### config.mk
export PLATFORM = sky130hd
export DESIGN_NAME = successor_take_engine_unit
export DESIGN_NICKNAME = d
export VERILOG_FILES = /design/src/design/ste_pkg.sv /design/src/design/successor_take_engine_unit.sv /design/src/design/ste_front.sv /design/src/design/ste_fifo.sv /design/src/design/ste_back.sv
export SDC_FILE = /design/constraint.sdc
export NUM_CORES = 2
export LEC_CHECK = 0
export BUFFER_PORTS_ARGS = -buffer_cell sky130_fd_sc_hd__buf_2
export CELL_PAD_IN_SITES_DETAIL_PLACEMENT = 0
export CELL_PAD_IN_SITES_GLOBAL_PLACEMENT = 1
export CORE_UTILIZATION = 25
export CTS_CLUSTER_SIZE = 20
export DETAILED_ROUTE_END_ITERATION = 10
export GPL_TIMING_DRIVEN = 0
export PLACE_DENSITY = 0.4
export SLEW_MARGIN = 0
export SYNTH_ARGS = -nofsm -noshare
export SYNTH_HDL_FRONTEND = slang
export SYNTH_HIERARCHICAL = 1
export SYNTH_SLANG_ARGS = --single-unit
### constraint.sdc
create_clock -name clk_i -period 13.2 [get_ports clk_i]
set_input_delay 1.32 -clock clk_i [delete_from_list [all_inputs] [get_ports clk_i]]
set_output_delay 1.32 -clock clk_i [all_outputs]
set_load 0.02 [all_outputs]
### src/design/ste_pkg.sv
`timescale 1ns / 1ps
// ----------------------------------------------------------------------------
// Successor take engine package
// Shared widths, command types and back end states.
// ----------------------------------------------------------------------------
package ste_pkg;

  localparam int ValW          = 10;
  localparam int ValSpan       = 1 << ValW;
  localparam int WordW         = 32;
  localparam int BitW          = 5;
  localparam int FifoDepth     = 2;
  localparam int FifoPtrW      = 1;
  localparam int DefValueRange = 1024;

  typedef enum logic [1:0] {
    CMD_LOAD,
    CMD_QUERY,
    CMD_NOSUCC
  } cmd_kind_e;

  typedef struct packed {
    cmd_kind_e         kind;
    logic [ValW-1:0]   pos;
  } cmd_t;

  typedef enum logic [1:0] {
    ST_IDLE,
    ST_SCAN,
    ST_OUT
  } back_state_e;

endpackage

### src/design/successor_take_engine_unit.sv
`timescale 1ns / 1ps
// Load: accepted into the command queue, then read, set and written back by the back end; no result.
// Query: result valid once the back end has scanned the 32-bit bitmap words, one
// per cycle (1 to 32 at the default range), or with no scan if no successor can exist.
// Back end: one command at a time, held further by output stalls; two more may wait queued.
// Reset: asynchronous, active low; per-word valid flops empty the set at once.
// ----------------------------------------------------------------------------
// Successor take engine
// Set of values with load and successor-take queries, front end and back end
// decoupled by a two-entry command queue.
// ----------------------------------------------------------------------------
module successor_take_engine_unit import ste_pkg::*; #(
  parameter int VALUE_RANGE = DefValueRange
) (
  input  logic            clk_i,
  input  logic            rst_ni,
  input  logic            in_valid_i,
  output logic            in_stall_o,
  input  logic            in_mode_i,
  input  logic [ValW-1:0] in_value_i,
  output logic            out_valid_o,
  input  logic            out_stall_i,
  output logic [ValW-1:0] out_taken_value_o,
  output logic            out_found_o
);

  cmd_t push_cmd;
  cmd_t head_cmd;
  logic push;
  logic pop;
  logic full;
  logic empty;

  ste_front #(
    .VALUE_RANGE(VALUE_RANGE)
  ) u_front (
    .in_valid_i (in_valid_i),
    .in_stall_o (in_stall_o),
    .in_mode_i  (in_mode_i),
    .in_value_i (in_value_i),
    .fifo_full_i(full),
    .push_o     (push),
    .cmd_o      (push_cmd)
  );

  ste_fifo u_fifo (
    .clk_i  (clk_i),
    .rst_ni (rst_ni),
    .push_i (push),
    .cmd_i  (push_cmd),
    .pop_i  (pop),
    .cmd_o  (head_cmd),
    .full_o (full),
    .empty_o(empty)
  );

  ste_back #(
    .VALUE_RANGE(VALUE_RANGE)
  ) u_back (
    .clk_i            (clk_i),
    .rst_ni           (rst_ni),
    .cmd_i            (head_cmd),
    .empty_i          (empty),
    .pop_o            (pop),
    .out_valid_o      (out_valid_o),
    .out_stall_i      (out_stall_i),
    .out_taken_value_o(out_taken_value_o),
    .out_found_o      (out_found_o)
  );

endmodule

### src/design/ste_front.sv
`timescale 1ns / 1ps
// ----------------------------------------------------------------------------
// Successor take engine front end
// Turns inputs into load, query or no-successor commands; out-of-range loads are dropped.
// ----------------------------------------------------------------------------
module ste_front import ste_pkg::*; #(
  parameter int VALUE_RANGE = DefValueRange
) (
  input  logic            in_valid_i,
  output logic            in_stall_o,
  input  logic            in_mode_i,
  input  logic [ValW-1:0] in_value_i,
  input  logic            fifo_full_i,
  output logic            push_o,
  output cmd_t            cmd_o
);

  localparam int EffRange = (VALUE_RANGE < ValSpan) ? VALUE_RANGE : ValSpan;

  logic [ValW:0] start;
  logic          keep;

  assign in_stall_o = fifo_full_i;
  assign start      = {1'b0, in_value_i} + (ValW+1)'(1);

  always_comb begin
    keep        = 1'b1;
    cmd_o.kind  = CMD_LOAD;
    cmd_o.pos   = in_value_i;
    if (in_mode_i) begin
      cmd_o.pos = start[ValW-1:0];
      if (start >= (ValW+1)'(EffRange)) begin
        cmd_o.kind = CMD_NOSUCC;
      end else begin
        cmd_o.kind = CMD_QUERY;
      end
    end else if ({1'b0, in_value_i} >= (ValW+1)'(EffRange)) begin
      keep = 1'b0;
    end
  end

  assign push_o = in_valid_i && !fifo_full_i && keep;

endmodule

### src/design/ste_fifo.sv
`timescale 1ns / 1ps
// ----------------------------------------------------------------------------
// Successor take engine command queue
// Two-entry queue that decouples the front end from the back end.
// ----------------------------------------------------------------------------
module ste_fifo import ste_pkg::*; (
  input  logic clk_i,
  input  logic rst_ni,
  input  logic push_i,
  input  cmd_t cmd_i,
  input  logic pop_i,
  output cmd_t cmd_o,
  output logic full_o,
  output logic empty_o
);

  cmd_t                entries_q [FifoDepth];
  logic [FifoPtrW-1:0] wr_ptr_q, wr_ptr_d;
  logic [FifoPtrW-1:0] rd_ptr_q, rd_ptr_d;
  logic [FifoPtrW:0]   count_q, count_d;

  assign full_o  = (count_q == (FifoPtrW+1)'(FifoDepth));
  assign empty_o = (count_q == '0);
  assign cmd_o   = entries_q[rd_ptr_q];

  always_comb begin
    wr_ptr_d = wr_ptr_q;
    rd_ptr_d = rd_ptr_q;
    count_d  = count_q;
    if (push_i) begin
      wr_ptr_d = wr_ptr_q + FifoPtrW'(1);
    end
    if (pop_i) begin
      rd_ptr_d = rd_ptr_q + FifoPtrW'(1);
    end
    if (push_i && !pop_i) begin
      count_d = count_q + (FifoPtrW+1)'(1);
    end else if (pop_i && !push_i) begin
      count_d = count_q - (FifoPtrW+1)'(1);
    end
  end

  always_ff @(posedge clk_i or negedge rst_ni) begin
    if (!rst_ni) begin
      wr_ptr_q <= '0;
      rd_ptr_q <= '0;
      count_q  <= '0;
    end else begin
      wr_ptr_q <= wr_ptr_d;
      rd_ptr_q <= rd_ptr_d;
      count_q  <= count_d;
    end
  end

  always_ff @(posedge clk_i) begin
    if (push_i) begin
      entries_q[wr_ptr_q] <= cmd_i;
    end
  end

endmodule

### src/design/ste_back.sv
`timescale 1ns / 1ps
// ----------------------------------------------------------------------------
// Successor take engine back end
// Holds the presence bitmap and executes loads and word-by-word successor scans.
// ----------------------------------------------------------------------------
module ste_back import ste_pkg::*; #(
  parameter int VALUE_RANGE = DefValueRange
) (
  input  logic            clk_i,
  input  logic            rst_ni,
  input  cmd_t            cmd_i,
  input  logic            empty_i,
  output logic            pop_o,
  output logic            out_valid_o,
  input  logic            out_stall_i,
  output logic [ValW-1:0] out_taken_value_o,
  output logic            out_found_o
);

  localparam int EffRange = (VALUE_RANGE < ValSpan) ? VALUE_RANGE : ValSpan;
  localparam int Words    = (EffRange + WordW - 1) / WordW;
  localparam int AddrW    = (Words > 1) ? $clog2(Words) : 1;

  function automatic logic [BitW-1:0] lowest_set(logic [WordW-1:0] w);
    logic [BitW-1:0] pos;
    pos = '0;
    for (int i = WordW - 1; i >= 0; i--) begin
      if (w[i]) begin
        pos = BitW'(i);
      end
    end
    return pos;
  endfunction

  logic [WordW-1:0] mem_q [Words];
  logic [Words-1:0] vld_q;

  back_state_e      state_q, state_d;
  cmd_kind_e        kind_q, kind_d;
  logic [BitW-1:0]  bit_q, bit_d;
  logic [AddrW-1:0] addr_q, addr_d;
  logic             first_q, first_d;
  logic [ValW-1:0]  taken_q, taken_d;
  logic             found_q, found_d;
  logic [WordW-1:0] rd_data_q;
  logic             rd_vld_q;

  logic             rd_en;
  logic [AddrW-1:0] rd_addr;
  logic             wr_en;
  logic [WordW-1:0] wr_data;
  logic [WordW-1:0] word;
  logic [WordW-1:0] bits;
  logic [BitW-1:0]  low;
  logic [AddrW+BitW-1:0] hit_pos;

  assign word    = rd_vld_q ? rd_data_q : '0;
  assign bits    = word & (first_q ? ({WordW{1'b1}} << bit_q) : {WordW{1'b1}});
  assign low     = lowest_set(bits);
  assign hit_pos = {addr_q, low};

  always_comb begin
    state_d = state_q;
    kind_d  = kind_q;
    bit_d   = bit_q;
    addr_d  = addr_q;
    first_d = first_q;
    taken_d = taken_q;
    found_d = found_q;
    pop_o   = 1'b0;
    rd_en   = 1'b0;
    rd_addr = addr_q;
    wr_en   = 1'b0;
    wr_data = word;
    case (state_q)
      ST_IDLE: begin
        if (!empty_i) begin
          pop_o  = 1'b1;
          kind_d = cmd_i.kind;
          bit_d  = cmd_i.pos[BitW-1:0];
          case (cmd_i.kind)
            CMD_LOAD, CMD_QUERY: begin
              rd_en   = 1'b1;
              rd_addr = AddrW'(cmd_i.pos >> BitW);
              addr_d  = rd_addr;
              first_d = 1'b1;
              state_d = ST_SCAN;
            end
            default: begin
              taken_d = '0;
              found_d = 1'b0;
              state_d = ST_OUT;
            end
          endcase
        end
      end
      ST_SCAN: begin
        if (kind_q == CMD_LOAD) begin
          wr_en   = 1'b1;
          wr_data = word | ({{(WordW-1){1'b0}}, 1'b1} << bit_q);
          state_d = ST_IDLE;
        end else if (bits != '0) begin
          wr_en   = 1'b1;
          wr_data = word & ~({{(WordW-1){1'b0}}, 1'b1} << low);
          taken_d = ValW'(hit_pos);
          found_d = 1'b1;
          state_d = ST_OUT;
        end else if (addr_q == AddrW'(Words - 1)) begin
          taken_d = '0;
          found_d = 1'b0;
          state_d = ST_OUT;
        end else begin
          rd_en   = 1'b1;
          rd_addr = addr_q + AddrW'(1);
          addr_d  = rd_addr;
          first_d = 1'b0;
        end
      end
      ST_OUT: begin
        if (!out_stall_i) begin
          state_d = ST_IDLE;
        end
      end
      default: begin
        state_d = ST_IDLE;
      end
    endcase
  end

  always_ff @(posedge clk_i or negedge rst_ni) begin
    if (!rst_ni) begin
      state_q <= ST_IDLE;
      vld_q   <= '0;
    end else begin
      state_q <= state_d;
      if (wr_en) begin
        vld_q[addr_q] <= 1'b1;
      end
    end
  end

  always_ff @(posedge clk_i) begin
    kind_q  <= kind_d;
    bit_q   <= bit_d;
    addr_q  <= addr_d;
    first_q <= first_d;
    taken_q <= taken_d;
    found_q <= found_d;
    if (rd_en) begin
      rd_data_q <= mem_q[rd_addr];
      rd_vld_q  <= vld_q[rd_addr];
    end
    if (wr_en) begin
      mem_q[addr_q] <= wr_data;
    end
  end

  assign out_valid_o       = (state_q == ST_OUT);
  assign out_taken_value_o = taken_q;
  assign out_found_o       = found_q;

endmodule

Word-level counts from Yosys, hierarchy flattened
Memories as Yosys holds them, arrays and structs flattened. A register that Yosys moved wholly into a read port is not among the register bits.
Index checks and enable logic that the tools add are counted.
{"block": "op_classes", "add_sub_neg": 6, "n_lt_le_gt_ge": 4, "eq_ne": 14, "n_shift": 3, "n_mux": 91, "bitwise": 6, "reduce_logical": 19}
{"operator": "$mux 5", "n": 37}
{"operator": "$mux 32", "n": 5}
{"operator": "$and 32x32->32", "n": 2}
{"operator": "$or 32x32->32", "n": 2}
{"operator": "$shl 1x5->32 const A", "n": 2}
{"operator": "$mux 10", "n": 5}
{"operator": "$not 32->32", "n": 1}
{"operator": "$reduce_bool 32->1", "n": 1}
{"operator": "$shl 32x5->32 const A", "n": 1}
{"operator": "$mux 1", "n": 26}
{"operator": "$pmux 10 s2", "n": 1}
{"operator": "$mux 2", "n": 9}
{"operator": "$ne 2x2->1 const B", "n": 7}
{"operator": "$lt 5x6->1 const B", "n": 2}
{"operator": "$mux 12", "n": 1}
{"operator": "$add 10x1->11 const B", "n": 1}
{"operator": "$ge 11x11->1 const B", "n": 1}
{"operator": "$pmux 5 s2", "n": 1}
{"operator": "$logic_not 2->1", "n": 4}
{"operator": "$pmux 1 s2", "n": 3}
{"operator": "$pmux 2 s3", "n": 1}
{"operator": "$reduce_and 6->1", "n": 1}
{"operator": "$add 5x1->5 const B", "n": 1}
{"operator": "$bmux 1 s5", "n": 1}
{"operator": "other kinds (18)", "n": 27}
{"block": "word_totals", "reg_bits": 63, "mem_bits_rw": 1048, "in_bits": 15, "output_inout_bits": 13, "wordCells": 157, "n_memories": 2}
{"name": "u_back.mem_q", "depth": 32, "word_bits": 32, "read_ports": 1, "rd_ports_with_merged_regs": 1, "write_ports": 1, "line": "ste_back.sv:35", "rtl": "logic [WordW-1:0] mem_q [Words];"}
{"name": "u_fifo.entries_q", "depth": 2, "word_bits": 12, "read_ports": 1, "rd_ports_with_merged_regs": 0, "write_ports": 1, "line": "ste_fifo.sv:17", "rtl": "cmd_t entries_q [FifoDepth];"}

Longest topological paths before layout
{"block": "depth", "depth_word": 41, "depth_mapped": 16, "ltp_nobuf": 12}

Cells and area by module
The synthesis kept the hierarchy.
{"mod": "ste_back", "instances": 1, "cells_per_inst": 3222, "area_per_inst_um2": 45421.1, "seq_area_each_um2": 33261.9}
{"mod": "ste_fifo", "instances": 1, "cells_per_inst": 53, "area_per_inst_um2": 1087.3, "seq_area_each_um2": 820.8}
{"mod": "ste_front", "instances": 1, "cells_per_inst": 32, "area_per_inst_um2": 256.5, "seq_area_each_um2": 0.0}

Worst setup path after synthesis
No wires, ideal clock.
{"block": "synth_path", "kind": "register to register", "startpoint": "reg u_back.rd_vld_q", "endpoint": "reg u_back.rd_data_q[0], read port of u_back.mem_q (enable)", "setup_ps": 469, "t_arrival_ps": 4463, "required_time_ps": 12731, "slack_ps": 8268, "path_stages_with_launch": 10, "n_path_buf": 3, "period_less_slack_ps": 4932, "path_cell_list": "edfxtp_1 buf_2 clkbuf_1 o2111a_1 a211o_1 or4_1 buf_2 nor2_1 o21ai_0 o21ai_0"}
{"block": "synth_between", "elab_chain_cells": 6, "word_cells_on_any_way": 9, "classes_between": "mux (7); bitwise (1); reduce/logical (1)"}
{"item": "start, declared", "line": "ste_back.sv:46", "rtl": "logic rd_vld_q;"}
{"item": "start signal, assigned", "line": "ste_back.sv:151", "rtl": "rd_vld_q <= vld_q[rd_addr];"}
{"item": "$mux 32", "line": "ste_back.sv:57", "rtl": "assign word = rd_vld_q ? rd_data_q : '0;"}
{"item": "$and 32x32->32", "line": "ste_back.sv:58", "rtl": "assign bits = word & (first_q ? ({WordW{1'b1}} << bit_q) : {WordW{1'b1}});"}
{"item": "$reduce_bool 32->1", "line": "ste_back.sv:102", "rtl": "end else if (bits != '0) begin"}
{"item": "$mux 1", "line": "ste_back.sv:102"}
{"item": "$mux 1", "line": "ste_back.sv:98", "rtl": "if (kind_q == CMD_LOAD) begin"}
{"item": "$pmux 1 s2", "line": "ste_back.sv:75", "rtl": "case (state_q)"}
{"item": "via u_back.rd_en", "line": "ste_back.sv:48", "rtl": "logic rd_en;"}
{"item": "end, declared", "line": "ste_back.sv:45", "rtl": "logic [WordW-1:0] rd_data_q;"}
The timed path passes the listed nets, and every way through them passes these cells.
A chain may end at the register's enable or synchronous reset.

Worst setup path in the final report
{"block": "layout_path", "startpoint": "reg u_back.bit_q[0]", "endpoint": "reg u_back.rd_data_q[5], read port of u_back.mem_q (data pin)"}
{"block": "layout_between", "elab_chain_cells": 7, "word_cells_on_any_way": 10, "classes_between": "shift (1); mux (7); bitwise (1); reduce/logical (1)"}
{"item": "start, declared", "line": "ste_back.sv:40", "rtl": "logic [BitW-1:0] bit_q, bit_d;"}
{"item": "start signal, assigned", "line": "ste_back.sv:144", "rtl": "bit_q <= bit_d;"}
{"item": "$shl 32x5->32 *", "line": "ste_back.sv:58"}
{"item": "$mux 32 *", "line": "ste_back.sv:58"}
{"item": "$and 32x32->32 *", "line": "ste_back.sv:58"}
{"item": "$reduce_bool 32->1 *", "line": "ste_back.sv:102"}
{"item": "$mux 5 / $mux 1 (equally long branches)"}
{"item": "$mux 5 / $mux 1 (equally long branches)", "line": "ste_back.sv:98"}
{"item": "$pmux 5 s2 / $pmux 1 s2 (equally long branches)", "line": "ste_back.sv:75"}
Mark *: on every way between the ends. The rest lies on a longest branch, timed or not.

==> key figures <==
GRT
  – Initial antenna violation count: 9
  – Vias in the first global route: between 20000 and 30000
  – Met2 usage in global routing: around 30%
  – Largest net degree at the start of global routing: 39
  – Busiest grt layer: met2
  – First-pass GRT wire length: ~240 mm
  – GR Util met1: 26.2%
  – Total gr overflow: 0
  – Tot GR Track Use: approximately a fifth
  – Met3 GRT Util: 2.48%

STA
  – Final setup vio count: 0
  – Max_slew headroom: between 7 and 8%
  – Max Clock Freq: 145 MHz
  – Setup tns final: 0 ns
  – RSZ-0062 raised after global routing: false
  – Tmin final: about 7 ns
  – Final hold vios: 0
  – Setup ws final: 6.29 ns
  – Clock Skews: around 0.032 ns
  – Part of the cycle the worst path needs: between 50% and 60%
  – Fin. max-slew vios: 0
  – Worst-Margin Slew: around 1.4 ns
  – Min Hold Slack: around 0.47 ns

Synth
  – Primary FF master, synth: edfxtp_1
  – Synthesized area: roughly 0.047 mm²
  – Register bit total from synthesis: between 1000 and 1500
  – Seq/Total Area, Yosys: ~73%
  – Synthesis Warnings: 6
  – Post-Syn Instances: approximately 3300
  – Post-synth EDFFs: between 1000 and 1500
  – Synthesized net count: 3328
  – Count of cell types in the netlist: 82
  – Post-synthesis area per instance: about 14 µm²
  – Async set or reset register ratio after synthesis: between 3 and 4%

Detailed routing
  – Routed WL: approximately 180 mm
  – Via density: 4.84
  – Drt drc: 0
  – Drt wl/cell: 29.0 µm
  – Remaining antenna violation count: 0
  – Vias: 29600
  – DR iter-0 viols: 2381
  – 1st-pass router iterations: 5

Clock tree
  – H-tree levels: 4
  – TritonCTS buffer count: between 100 and 150
  – CTS max path bufs: 3
  – CTS root buf: clkbuf_16
  – Worst-path clk slew: roughly 0.060 ns
  – Sink Count: 1143
  – Hold_buf cts: 0
  – Post CTS Setup Buffer Count: 0
  – Clk_lat worst skew: slightly below 0.8 ns
  – # resized after CTS: 0
  – TritonCTS clock tree: done

Layout
  – Area Growth Syn to Fin: 20.3%
  – Fillers: ~19000
  – Share of layout cells above drive strength 1: ~14%
  – Final std cells w/o fill: just over 6000
  – Layout Nets: 3557

Min path
  – Hold WC Path Type: flop to flop

Placement
  – Placer Congestion: between 0.8 and 0.9
  – Detail Placement HPWL: 127 mm
  – Port bufs: 26
  – Pre-CTS setup slack: between 6 and 7 ns
  – Inst Count DP: 5876

Floorplan
  – Die W: between 400 and 500 µm
  – Rows: 158
  – Chip Height: 435 µm
  – Die area: 0.189 mm²
  – Ports: 28
  – Starting density of the core: 25.2%
  – Core Area: between 0.15 and 0.2 mm²

Setup path
  – Critical path class: flop to flop
  – CP delay by family, top: compound AO/OA/AOI/OAI gates
  – CP Data Arrival Time: about 7.3 ns
  – CP endpoint kind: flop
  – Req. time, crit path: between 10 and 15 ns
  – CP Launch Type: flop
  – Buffer and inverter count on the worst path: 4
  – Slowest-stage cell, CP: a211oi_1
  – Slowest Stage Delay on Critical Path: between 1 and 1.5 ns
  – Critical Path, Cell by Cell: buf_2 -> buf_2 -> o211ai_1 -> nand3_1 -> a31oi_1 -> nor4_2 -> a311o_1 -> nand3_1 -> buf_2 -> nand3_1 -> buf_1 -> o22ai_1 -> a211oi_1 -> o211ai_1
  – Critical path peak fanout: 10

Outcome
  – Status: finished clean

Job
  – Max cap viols: 0
metrics by stage:
stage	area (µm²)	utilization, %
after global routing	56200	30.3
after floorplan	46800	-
final	56200	30.3
after detailed placement	52100	28.0
after CTS	56200	30.3
after global placement	50000	26.9
layout make-up:
class | instances | area, µm² | area share, %
antenna | 5 | 12.5 | 0.0222
buffer | 222 | 1070 | 1.91
clock buffer | 188 | 3800 | 6.75
multi-input combinational | 1918 | 12300 | 21.8
clock inverter | 52 | 379 | 0.674
tap | 2480 | 3100 | 5.52
inverter | 24 | 90.1 | 0.160
sequential | 1143 | 34100 | 60.6
timing repair buffer | 89 | 1450 | 2.58
worst reg2reg max path, delay by kind of cell, from the launching register on:
family	cells	cell delay (ns)
AO/OA/AOI/OAI	6	2.44
AND/OR/NAND/NOR	4	1.97
buffers and inverters	4	1.77
flip-flops	1	0.36
cells by family after synthesis:
logic type / count (synthesis) / share of synthesized area, %
flip-flops: 1143 / 72.9
AND/OR/NAND/NOR: 1108 / 10.7
AO/OA/AOI/OAI: 615 / 9.62
buffers and inverters: 246 / 2.49
multiplexers: 175 / 3.85
XOR/XNOR: 14 / 0.262
adder cells (fa/ha/maj): 6 / 0.161
registers in the layout, indices dropped and copies added, names as in the netlist:
signal / flops
u_back/vld_q: 32
u_back/bit_q: 5
u_fifo/rd_ptr_q: 1
u_back/rd_data_q: 32
u_back/out_taken_value_o: 10
u_fifo/count_q: 2
u_back/first_q: 1
u_back/kind_q: 2
u_fifo/wr_ptr_q: 1
u_back/rd_vld_q: 1
u_back/addr_q: 5
u_back/state_q: 2
u_fifo/entries_q: 24
u_back/mem_q: 1024
u_back/out_found_o: 1
cell usage after synthesis, drive strengths merged, types with 13 or more instances:
cell	n	share of area (%)
a211oi	160	2.6
nand3	215	2.4
nor3	15	0.20
a31oi	128	1.7
edfxtp	1100	71
or2	34	0.45
and3	103	1.4
a21oi	41	0.46
buf	122	1.5
o22ai	34	0.45
a221oi	36	0.67
a311oi	64	1.2
o211ai	39	0.63
o21ai	30	0.32
inv	24	0.19
nand2	602	4.9
mux2	13	0.39
nor2	96	0.79
clkbuf	100	0.80
mux2i	162	3.5
dfrtp	38	2.0
layout by cell type, fill, tap and decap left out, types with 7 or more instances in the layout:
cell type,instances
buf_16,11
inv_1,19
clkbuf_16,143
a221oi_1,36
o21ai_0,26
a311oi_1,64
nor3_1,11
a21o_1,7
clkbuf_1,140
o211ai_1,39
and2_1,8
buf_6,8
buf_2,105
dfrtp_1,38
clkinv_1,25
nand3_1,211
xor2_1,9
clkinv_2,12
a21oi_1,38
nand2_1,598
and3_1,103
nor2_1,63
nor2_4,33
buf_1,13
inv_6,7
buf_4,24
a31oi_1,109
o22ai_1,34
edfxtp_1,1100
a211oi_1,158
a31oi_4,19
mux2i_1,162
or2_2,34
a22oi_1,10
buf_12,50
mux2_4,9
layer usage:
metal  routed length, µm  vias up
li1                    -    13300
met1               82900    15400
met2               82600      700
met3                6870      208
met4                4840        0
met5                   0        -
worst paths after layout:
| kind | start | to | slack (ns) | depth (start not counted) |
|---|---|---|---|---|
| setup reg to reg | u_back/bit_q[0] | u_back/rd_data_q[5] | 6.29 | 14 |
| min in group asynchronous | rst_ni | u_back/vld_q[25] | 0.61 | 1 |
| hold / removal | u_back/vld_q[5] | u_back/vld_q[5] | 0.47 | 1 |
| max in group asynchronous | rst_ni | u_back/vld_q[2] | 11.99 | 1 |
| setup / recovery | u_back/bit_q[0] | u_back/rd_data_q[5] | 6.29 | 14 |
| hold reg to reg | u_back/vld_q[5] | u_back/vld_q[5] | 0.47 | 1 |
Power is not shown: default switching activity piles up to over one toggle a cycle in this logic, so the estimate is an artifact.
